$ cat config.mk
export PLATFORM = sky130hd
export DESIGN_NAME = utf8_to_ucs2_decoder_with_raw_fallback
export DESIGN_NICKNAME = d
export VERILOG_FILES = /design/src/rtl/core/u2u_pkg.sv /design/src/rtl/core/u2u_ram.sv /design/src/rtl/core/utf8_to_ucs2_decoder_with_raw_fallback.sv
export VERILOG_INCLUDE_DIRS = /design/src /design/src/rtl/core
export SDC_FILE = /design/constraint.sdc
export NUM_CORES = 2
export LEC_CHECK = 0
export ABC_AREA = 1
export ABC_CLOCK_PERIOD_IN_PS = 5000
export BUFFER_PORTS_ARGS = -buffer_cell sky130_fd_sc_hd__buf_2
export CORE_MARGIN = 1.5
export CORE_UTILIZATION = 40
export DETAILED_ROUTE_END_ITERATION = 10
export PLACE_DENSITY = 0.61
export SETUP_SLACK_MARGIN = 0.1
export SLEW_MARGIN = 20
export SYNTH_ARGS = -nofsm -noshare
export SYNTH_HDL_FRONTEND = slang
export SYNTH_SLANG_ARGS = --single-unit
$ cat constraint.sdc
create_clock -name i_clk -period 5 [get_ports i_clk]
set_clock_uncertainty 0.05 [all_clocks]
set_input_delay 1 -clock i_clk [delete_from_list [all_inputs] [get_ports i_clk]]
set_output_delay 1 -clock i_clk [all_outputs]
set_load 0.01 [all_outputs]
$ cat src/rtl/core/utf8_to_ucs2_decoder_with_raw_fallback_macros.svh
// Assertion macros shared by the decoder RTL.
`ifndef UTF8_TO_UCS2_DECODER_WITH_RAW_FALLBACK_MACROS_SVH
`define UTF8_TO_UCS2_DECODER_WITH_RAW_FALLBACK_MACROS_SVH

`ifndef NO_ASSERTIONS

// Checked property, muted while reset is asserted.
`define U2U_ASSERT(lbl, clk, rst_n, prop, msg) \
    lbl: assert property (@(posedge clk) disable iff (!rst_n) prop) else $error(msg);

// Checked property, also checked during reset.
`define U2U_ASSERT_ALWAYS(lbl, clk, prop, msg) \
    lbl: assert property (@(posedge clk) prop) else $error(msg);

`else

`define U2U_ASSERT(lbl, clk, rst_n, prop, msg)

`define U2U_ASSERT_ALWAYS(lbl, clk, prop, msg)

`endif

`endif

$ cat src/rtl/core/u2u_pkg.sv
// Types, constants and lead byte decode for the UTF-8 to UCS-2 decoder.
`default_nettype none

package u2u_pkg;

    // Default string buffer depth in bytes.
    localparam int MAX_BYTES_DEF = 64;

    // Lead byte masks and tags for sequences of six down to two bytes.
    localparam logic [7:0] LEAD6_MASK = 8'hFE;
    localparam logic [7:0] LEAD6_TAG  = 8'hFC;
    localparam logic [7:0] LEAD5_MASK = 8'hFC;
    localparam logic [7:0] LEAD5_TAG  = 8'hF8;
    localparam logic [7:0] LEAD4_MASK = 8'hF8;
    localparam logic [7:0] LEAD4_TAG  = 8'hF0;
    localparam logic [7:0] LEAD3_MASK = 8'hF0;
    localparam logic [7:0] LEAD3_TAG  = 8'hE0;
    localparam logic [7:0] LEAD2_MASK = 8'hE0;
    localparam logic [7:0] LEAD2_TAG  = 8'hC0;
    localparam logic [7:0] HIGH_BIT   = 8'h80;

    // Payload masks of the lead bytes.
    localparam logic [7:0] PAY6_MASK = 8'h01;
    localparam logic [7:0] PAY5_MASK = 8'h03;
    localparam logic [7:0] PAY4_MASK = 8'h07;
    localparam logic [7:0] PAY3_MASK = 8'h0F;
    localparam logic [7:0] PAY2_MASK = 8'h1F;

    // Continuation bytes carry 10 in their top two bits and six payload bits.
    localparam logic [1:0] CONT_TAG  = 2'b10;
    localparam logic [7:0] CONT_MASK = 8'h3F;

    // Input word: one byte of the string and its end mark.
    typedef struct packed {
        logic [7:0] data_byte;
        logic       last_byte;
    } t_in_word;

    // Output word: one code unit or raw byte and its flags.
    typedef struct packed {
        logic [15:0] code_unit;
        logic        raw_fallback;
        logic        overflowed;
        logic        last_unit;
    } t_out_word;

    // Sequencer states.
    typedef enum logic [1:0] {
        S_ACCEPT,
        S_READ,
        S_SHOW
    } t_state;

    // Classes of a byte seen in lead position.
    typedef enum logic [1:0] {
        LK_ASCII,
        LK_SEQ,
        LK_BAD
    } t_lead_kind;

    typedef struct packed {
        t_lead_kind kind;
        logic [2:0] pend;
        logic [7:0] payload;
    } t_lead;

    // Classify a lead byte: continuations expected and the payload it keeps.
    function automatic t_lead lead_decode(input logic [7:0] b);
        t_lead r;
        r.kind    = LK_ASCII;
        r.pend    = 3'd0;
        r.payload = b;
        if ((b & LEAD6_MASK) == LEAD6_TAG) begin
            r.kind    = LK_SEQ;
            r.pend    = 3'd5;
            r.payload = b & PAY6_MASK;
        end else if ((b & LEAD5_MASK) == LEAD5_TAG) begin
            r.kind    = LK_SEQ;
            r.pend    = 3'd4;
            r.payload = b & PAY5_MASK;
        end else if ((b & LEAD4_MASK) == LEAD4_TAG) begin
            r.kind    = LK_SEQ;
            r.pend    = 3'd3;
            r.payload = b & PAY4_MASK;
        end else if ((b & LEAD3_MASK) == LEAD3_TAG) begin
            r.kind    = LK_SEQ;
            r.pend    = 3'd2;
            r.payload = b & PAY3_MASK;
        end else if ((b & LEAD2_MASK) == LEAD2_TAG) begin
            r.kind    = LK_SEQ;
            r.pend    = 3'd1;
            r.payload = b & PAY2_MASK;
        end else if ((b & HIGH_BIT) == HIGH_BIT) begin
            r.kind    = LK_BAD;
        end
        return r;
    endfunction

endpackage

`default_nettype wire

$ cat src/rtl/core/u2u_ram.sv
// Generic single write port, single read port RAM with registered read.
`default_nettype none

module u2u_ram #(
    parameter int WIDTH  = 8,
    parameter int DEPTH  = 64,
    parameter int ADDR_W = (DEPTH > 1) ? $clog2(DEPTH) : 1
) (
    input  wire logic              i_clk,
    input  wire logic              i_wr_en,
    input  wire logic [ADDR_W-1:0] i_wr_addr,
    input  wire logic [WIDTH-1:0]  i_wr_data,
    input  wire logic [ADDR_W-1:0] i_rd_addr,
    output logic      [WIDTH-1:0]  o_rd_data
);

    logic [WIDTH-1:0] r_mem [DEPTH];

    // Write port.
    always_ff @(posedge i_clk) begin
        if (i_wr_en) begin
            r_mem[i_wr_addr] <= i_wr_data;
        end
    end

    // Registered read port, read every cycle.
    always_ff @(posedge i_clk) begin
        o_rd_data <= r_mem[i_rd_addr];
    end

endmodule

`default_nettype wire

$ cat src/rtl/core/utf8_to_ucs2_decoder_with_raw_fallback.sv
// Top level of the UTF-8 to UCS-2 decoder with raw byte fallback.
//
//   channel  | valid        | ready        | word
//   ---------+--------------+--------------+---------------------------
//   input    | i_in_valid   | o_in_ready   | i_in_word  (byte, last mark)
//   output   | o_out_valid  | i_out_ready  | o_out_word (unit and flags)
//
// Bytes are taken one per cycle while a string is being gathered; the decode
// step of one byte runs through the shared lead/continuation unit in that cycle.
// After the last byte the input closes and the block emits n words; for each word
// S_READ reads the byte or unit RAM at its single read port and S_SHOW then shows it.
// Output stalls simply hold the shown word; the input reopens after the last word.
// Reset is synchronous and clears the sequencer and counters; the RAMs need none.
`default_nettype none

`include "utf8_to_ucs2_decoder_with_raw_fallback_macros.svh"

module utf8_to_ucs2_decoder_with_raw_fallback #(
    parameter int MAX_BYTES = u2u_pkg::MAX_BYTES_DEF
) (
    input  wire logic               i_clk,
    input  wire logic               i_rst_n,
    input  wire logic               i_in_valid,
    output logic                    o_in_ready,
    input  wire u2u_pkg::t_in_word  i_in_word,
    output logic                    o_out_valid,
    input  wire logic               i_out_ready,
    output u2u_pkg::t_out_word      o_out_word
);

    import u2u_pkg::*;

    localparam int AW = (MAX_BYTES > 1) ? $clog2(MAX_BYTES) : 1;
    localparam int CW = $clog2(MAX_BYTES + 1);

    t_state        r_state, n_state;
    logic [CW-1:0] r_byte_cnt, n_byte_cnt;
    logic [CW-1:0] r_unit_cnt, n_unit_cnt;
    logic [2:0]    r_pend, n_pend;
    logic [15:0]   r_acc, n_acc;
    logic          r_invalid, n_invalid;
    logic          r_ovf, n_ovf;
    logic          r_raw, n_raw;
    logic          r_ovf_out, n_ovf_out;
    logic [AW-1:0] r_idx, n_idx;
    logic [AW-1:0] r_last_idx, n_last_idx;

    logic          in_acc;
    logic          out_acc;
    logic          have_room;
    logic          fin_invalid;
    logic [CW-1:0] fin_count;
    logic          raw_we;
    logic          unit_we;
    logic [15:0]   unit_wdata;
    logic [7:0]    raw_rdata;
    logic [15:0]   unit_rdata;
    logic          at_last;
    t_lead         lead;

    assign in_acc    = i_in_valid && o_in_ready;
    assign out_acc   = o_out_valid && i_out_ready;
    assign have_room = (r_byte_cnt < CW'(MAX_BYTES));
    assign at_last   = (r_idx == r_last_idx);
    assign lead      = lead_decode(i_in_word.data_byte);

    // Byte step: store raw, run the decode unit, close the string on the last byte.
    always_comb begin
        n_byte_cnt  = r_byte_cnt;
        n_unit_cnt  = r_unit_cnt;
        n_pend      = r_pend;
        n_acc       = r_acc;
        n_invalid   = r_invalid;
        n_ovf       = r_ovf;
        n_raw       = r_raw;
        n_ovf_out   = r_ovf_out;
        n_last_idx  = r_last_idx;
        raw_we      = 1'b0;
        unit_we     = 1'b0;
        unit_wdata  = r_acc;
        fin_invalid = 1'b0;
        fin_count   = '0;
        if (in_acc) begin
            if (have_room) begin
                raw_we     = 1'b1;
                n_byte_cnt = r_byte_cnt + CW'(1);
                if (!r_invalid) begin
                    if (r_pend != 3'd0) begin
                        // Continuation expected: shift in six bits.
                        if (i_in_word.data_byte[7:6] != CONT_TAG) begin
                            n_invalid = 1'b1;
                        end else begin
                            n_acc  = {r_acc[9:0], i_in_word.data_byte[5:0]};
                            n_pend = r_pend - 3'd1;
                            if (r_pend == 3'd1) begin
                                unit_we    = 1'b1;
                                unit_wdata = n_acc;
                            end
                        end
                    end else begin
                        // Lead position.
                        case (lead.kind)
                            LK_ASCII: begin
                                unit_we    = 1'b1;
                                unit_wdata = {8'h00, i_in_word.data_byte};
                            end
                            LK_SEQ: begin
                                n_acc  = {8'h00, lead.payload};
                                n_pend = lead.pend;
                            end
                            default: begin
                                n_invalid = 1'b1;
                            end
                        endcase
                    end
                end
            end else begin
                n_ovf = 1'b1;
            end

            // Unit write, bounded by the buffer depth.
            if (unit_we) begin
                if (r_unit_cnt < CW'(MAX_BYTES)) begin
                    n_unit_cnt = r_unit_cnt + CW'(1);
                end else begin
                    unit_we = 1'b0;
                end
            end

            // End of string: latch the emit setup and clear the gathering state.
            if (i_in_word.last_byte) begin
                fin_invalid = n_invalid || (n_pend != 3'd0);
                fin_count   = fin_invalid ? n_byte_cnt : n_unit_cnt;
                n_raw       = fin_invalid;
                n_ovf_out   = n_ovf;
                n_last_idx  = AW'(fin_count - CW'(1));
                n_byte_cnt  = '0;
                n_unit_cnt  = '0;
                n_pend      = 3'd0;
                n_acc       = '0;
                n_invalid   = 1'b0;
                n_ovf       = 1'b0;
            end
        end
    end

    // Emit index.
    always_comb begin
        n_idx = r_idx;
        if (in_acc && i_in_word.last_byte) begin
            n_idx = '0;
        end else if (out_acc && !at_last) begin
            n_idx = r_idx + AW'(1);
        end
    end

    // Next state.
    always_comb begin
        n_state = r_state;
        case (r_state)
            S_ACCEPT: begin
                if (in_acc && i_in_word.last_byte) begin
                    n_state = S_READ;
                end
            end
            S_READ: begin
                n_state = S_SHOW;
            end
            S_SHOW: begin
                if (i_out_ready) begin
                    n_state = at_last ? S_ACCEPT : S_READ;
                end
            end
            default: begin
                n_state = S_ACCEPT;
            end
        endcase
    end

    // Handshake outputs.
    always_comb begin
        o_in_ready  = 1'b0;
        o_out_valid = 1'b0;
        case (r_state)
            S_ACCEPT: begin
                o_in_ready = 1'b1;
            end
            S_SHOW: begin
                o_out_valid = 1'b1;
            end
            default: begin
                o_in_ready  = 1'b0;
                o_out_valid = 1'b0;
            end
        endcase
    end

    // Output word from the RAM read registers and the latched flags.
    always_comb begin
        o_out_word.code_unit    = r_raw ? {8'h00, raw_rdata} : unit_rdata;
        o_out_word.raw_fallback = r_raw;
        o_out_word.overflowed   = r_ovf_out;
        o_out_word.last_unit    = at_last;
    end

    // Control registers.
    always_ff @(posedge i_clk) begin
        if (!i_rst_n) begin
            r_state    <= S_ACCEPT;
            r_byte_cnt <= '0;
            r_unit_cnt <= '0;
            r_pend     <= 3'd0;
            r_acc      <= '0;
            r_invalid  <= 1'b0;
            r_ovf      <= 1'b0;
            r_raw      <= 1'b0;
            r_ovf_out  <= 1'b0;
            r_idx      <= '0;
            r_last_idx <= '0;
        end else begin
            r_state    <= n_state;
            r_byte_cnt <= n_byte_cnt;
            r_unit_cnt <= n_unit_cnt;
            r_pend     <= n_pend;
            r_acc      <= n_acc;
            r_invalid  <= n_invalid;
            r_ovf      <= n_ovf;
            r_raw      <= n_raw;
            r_ovf_out  <= n_ovf_out;
            r_idx      <= n_idx;
            r_last_idx <= n_last_idx;
        end
    end

    // Raw byte store.
    u2u_ram #(
        .WIDTH (8),
        .DEPTH (MAX_BYTES),
        .ADDR_W(AW)
    ) u_raw_ram (
        .i_clk    (i_clk),
        .i_wr_en  (raw_we),
        .i_wr_addr(r_byte_cnt[AW-1:0]),
        .i_wr_data(i_in_word.data_byte),
        .i_rd_addr(r_idx),
        .o_rd_data(raw_rdata)
    );

    // Decoded unit store.
    u2u_ram #(
        .WIDTH (16),
        .DEPTH (MAX_BYTES),
        .ADDR_W(AW)
    ) u_unit_ram (
        .i_clk    (i_clk),
        .i_wr_en  (unit_we),
        .i_wr_addr(r_unit_cnt[AW-1:0]),
        .i_wr_data(unit_wdata),
        .i_rd_addr(r_idx),
        .o_rd_data(unit_rdata)
    );

    // The input and output sides are never open at the same time.
    `U2U_ASSERT_ALWAYS(a_one_side, i_clk, !(o_in_ready && o_out_valid), "both sides open")

    // No more units are decoded than bytes stored.
    `U2U_ASSERT(a_units_le_bytes, i_clk, i_rst_n, r_unit_cnt <= r_byte_cnt, "unit count ahead of byte count")

    // After the final word of a string, the block is ready for a new string.
    `U2U_ASSERT(a_reopen, i_clk, i_rst_n, (out_acc && o_out_word.last_unit) |=> (o_in_ready && r_byte_cnt == '0), "input not reopened after last word")

endmodule

`default_nettype wire
### Word-level counts from Yosys, hierarchy flattened

Memories as Yosys holds them, arrays and structs flattened. A register that Yosys moved wholly into a read port is not among the register bits.
Cells that the tools add are included.

* flip-flop bits (word level): 51
* bits in writable memories: 1536
* input bits: 13
* output and inout bits: 21
* logic and storage cells: 120
* memories: 2

Memory list
* u_unit_ram.r_mem: depth 64, bits a word 16, rd ports 1, clocked after memory_dff 1, write ports 1, RTL line u2u_ram.sv:17 `logic [WIDTH-1:0] r_mem [DEPTH];`
* u_raw_ram.r_mem: depth 64, bits a word 8, rd ports 1, clocked after memory_dff 1, write ports 1, RTL line u2u_ram.sv:17

* $add $sub $neg: 5
* $lt $le $gt $ge: 2
* equal/unequal tests: 15
* mux-type cells: 67
* bitwise operators: 1
* reduce and logical (&&, ||, !) cells: 17

Operators with widths (number)
* $mux W16: 14
* $mux W13: 4
* $mux W7: 7
* $mux W1: 28
* $mux W3: 7
* $add A7 B1 Y7 const B: 2
* $lt A7 B7 Y1 const B: 2
* $mux W9: 1
* $reduce_bool A3 Y1: 3
* $mux W2: 4
* $ne A2 B2 Y1 const B: 4
* $eq A7 B7 Y1 const B: 1
* $add A6 B1 Y6 const B: 1
* $eq A6 B6 Y1: 1
* $eq A6 B6 Y1 const B: 1
* $mux W6: 1
* $pmux W2 S3: 1
* $sub A6 B1 Y6 const B: 1
* $eq A5 B5 Y1 const B: 1
* $reduce_and A5 Y1: 1
* $eq A2 B1 Y1 const B: 2
* $eq A4 B4 Y1 const B: 1
* $logic_and A1 B1 Y1: 4
* $logic_not A2 Y1: 2
* 11 further kinds: 13

### Depth between registers and ports, before layout

* depth in word-level cells: 16
* gate-level depth with buffers: 20
* mapped depth without buffers: 20

### By module

From an unflattened synthesis, not the netlist that was laid out.

* cells, all modules: 5865
* area, all modules: 66871.6 um2

Modules (own cells, without submodules)
* u2u_ram (u_unit_ram): times used 1, cells an instance 3517, area each 42099.1 um2, seq. area each 31069.8 um2
* u2u_ram (u_raw_ram): times used 1, cells an instance 1805, area each 21339.2 um2, seq. area each 15534.9 um2
* utf8_to_ucs2_decoder_with_raw_fallback: times used 1, cells an instance 543, area each 3433.3 um2, seq. area each 1021.0 um2

### Worst setup path after synthesis

No wires, ideal clock.

* path kind: input to register
* start: input port i_in_valid
* end: memory u_unit_ram.r_mem[0][10] (data pin)
* library setup time: 0.703 ns
* arrival time: 4.161 ns
* data required time: 4.247 ns
* path slack: 0.086 ns
* stages: 6
* path buffers: 0
* cell sequence: nand2_1 -> nor2_1 -> inv_1 -> nor2_2 -> nand4_1 -> o21ai_0

* longest elaborated chain between the ends: 2

RTL lines
* from (decl): RTL line utf8_to_ucs2_decoder_with_raw_fallback.sv:23 `input wire logic i_in_valid,`
* $logic_and A1 B1 Y1: RTL line utf8_to_ucs2_decoder_with_raw_fallback.sv:61 `assign in_acc = i_in_valid && o_in_ready;`
* $mux W16: RTL line utf8_to_ucs2_decoder_with_raw_fallback.sv:83 `if (in_acc) begin`
* net u_unit_ram.i_wr_data[10]: RTL line u2u_ram.sv:12 `input wire logic [WIDTH-1:0] i_wr_data,`
* to (decl): RTL line u2u_ram.sv:17

The timed path passes the listed nets, and every way through them passes these cells.

==> qor.yml <==
wl_per_cell_um: 24.8
dr.pass1.iters: 6
cp_slowest_cell: "clkinv_1"
slowest_delay_ns: 0.55
area_growth_pct: 12.2
clockRootBuffer: "clkbuf_16"
syn_nets: 5002
portBuffers: 33
start_util_pct: 40.3
wl_um: 177000
fin_ws_ns: 1.20
cts_buffers: 156
clockBufferDepth: 3
maxCapViolations: 0
finalNonFillerCells: 7160
fp.dieArea_mm2: 0.162
ys_warn_count: 0
hpwlAfterDp_um: 104000
synth_ff_type: "edfxtp_1"
ys_async_sr_fraction_pct: 0
synth_seq_cells: 1611
drt_iter0_markers: 5532
grt-ovfl-total: 0
synthTopCellsByArea: "edfxtp_1, o21ai_0, nor2_1, o22ai_1, dfxtp_1"
peakVddDrop_mv: 0.321
utilization_pct: 45.2
postCtsHoldBufs: 0
antenna_found_initial: 3
final_hold_viol_count: 0
num_rows: 146
finalSetupTns_ns: 0
arrival_ns: 2.75
syn_avg_cell_area_um2: 12.8
tightestPinTransition_ns: 1.14
clk_pin_slew_worst_paths_ns: 0.06
grt_max_degree: 191
worstSetupEndpointType: "primary output"
vias_per_cell: 5.79
synth_top_family_by_area: "compound AO/OA/AOI/OAI gates"
min_path_type: "register to register"
final_cell_mix: "edfxtp_1, nor2_1, o21ai_0"
setup_viol: 0
crit_type: "register to primary output"
path_cells: "buf_4, clkinv_1, nand2_1, nand2_1, buf_2"
yosys.area_share.simple_pct: 10.0
synthMuxAreaShare_pct: 0
final_nets: 4986
synth_edf_count: 1536
synth-xor-area-share_pct: 0.135
rsz0062_at_grt: "false"
fin_crit_sh_pct: 76.0
cp_max_fo: 18
drc: 0
p_leak_nw: 23.1
die_y_um: 403
ys_seq_area_share_pct: 74.6
slew_viol_final: 0
finalCriticalPeriod_ns: 3.80
fillCellCount: 14000
synth_fa_ha_area_share_pct: 0.118
grtUsageTotal_pct: 21.4
synth_compound_area_share_pct: 12.4
critPathTopFamily: "buffers and inverters"
num_vias: 41400
cts_htree_levels: 4
grt_pass1_wl_um: 260000
antenna_cells: 0
fin_hold_ws_ns: 0.412
status: "completed"
synth_largest_area_cell: "edfxtp_1"
crit_path_start_kind: "register"
layout_commonest_cell: "edfxtp_1"
finalWeightedCongestion: 0.876
worst_ep_required_time_ns: 3.95
multi_input_area_mm2: 0.0147
critPathBufInv: 3
io_pins: 34
grt_pass1_vias: 39200
powerDensity_mw_per_mm2: 405
synth_area_mm2: 0.0638
core_region_area_mm2: 0.158
synth_top_area_share_pct: 72.2
drtAntennaViolNets: 0
clock_latency_ns: 0.79
post-place-ws_ns: 0.702
dieWidth_um: 403
cts_tree: "done"
register_area_mm2: 0.0476
drive_gt1_share_pct: 9.26
fmax_mhz: 263
syn_inst: 4983
dp.cells: 6881
ctsResizeCount: 0
synth.distinct_cells: 48
post-cts-setup-buffers: 0
relSlewSlack_pct: 23.9
clkSinkCount: 1611
crit_path_frequent_cell: "nand2_1"
==> synthesized netlist by cell type (all sizes together), types with 4 or more instances <==
master  instances
xnor2           5
o211ai         49
ha              6
a221oi          6
nor2          948
o22ai         245
o221ai        145
o21ai         802
inv           102
nor3           15
a32o           14
edfxtp       1536
nand4          86
clkbuf        289
a21oi          67
nand3         126
a31oi          16
dfxtp          75
buf            55
xor2            4
nand2         373
clkinv          6
==> area by class of cell <==
type | instances | area share [%]
Clock inverter | 69 | 0.870
Multi-Input combinational cell | 2920 | 20.5
Inverter | 108 | 0.594
Sequential cell | 1611 | 66.5
Clock buffer | 210 | 5.99
Timing Repair Buffer | 170 | 1.91
Tap cell | 2072 | 3.62
==> worst reg2reg max path, delay by kind of cell, from the launching register on <==
| kind | cells | cell delay [ns] |
|---|---|---|
| buffers and inverters | 5 | 0.85 |
| DFF | 1 | 0.32 |
| and+or+nand+nor | 8 | 2.05 |
| AOI/OAI and AO/OA | 1 | 0.17 |
==> metrics by stage <==
step           power [W]  area (um^2)
5_1_grt           0.0298        71600
3_5_place_dp      0.0178        66700
3_3_place_gp      0.0178        66700
6_report          0.0290        71600
2_1_floorplan     0.0167        63800
4_1_cts           0.0292        71600
==> metal layers <==
layer | vias up | GRT usage [%] | routed length, um
met3 | 275 | 4.22 | 15600
met5 | - | 0 | 0
met1 | 20700 | 30.9 | 75600
li1 | 18600 | - | -
met4 | 0 | 6.88 | 5200
met2 | 1886 | 32.7 | 80900
==> cells by family (layout without fill, tap and decap cells) <==
logic type,count (synthesis),after routing
flops,1611,1611
simple gates,1551,1551
compound gates,1354,1354
buf+inv,452,557
xor+xnor,9,9
fa+ha+maj,6,6
==> final timing paths <==
kind / startpoint / depth (start not counted) / slack (ns) / endpoint
hold / removal: r_acc[1] / 2 / 0.41 / r_acc[1]
setup reg to reg: r_state[1] / 14 / 1.28 / u_unit_ram.r_mem[52][12]
hold reg to reg: r_acc[1] / 2 / 0.41 / r_acc[1]
setup / recovery: r_raw / 5 / 1.20 / o_out_word[8]
==> where the power goes <==
group          leakage [nW]  switching (W)  internal [W]  total [W]
registers              14.6       0.000108        0.0150     0.0152
clock network          2.40        0.00494       0.00653     0.0115
logic                  6.04        0.00184      0.000568    0.00241
==> sequential cells by signal, summed over array words and instances (netlist names) <==
signal and count:
u_unit_ram.r_mem 1024, u_raw_ram.o_rd_data 8, r_pend 3, r_ovf_out 1
r_acc 16, u_unit_ram.o_rd_data 16, r_unit_cnt 7, r_last_idx 6
r_ovf 1, r_byte_cnt 7, r_invalid 1, u_raw_ram.r_mem 512
r_raw 1, r_idx 6, r_state 2
Note: power is estimated with default switching activity, not from simulation.
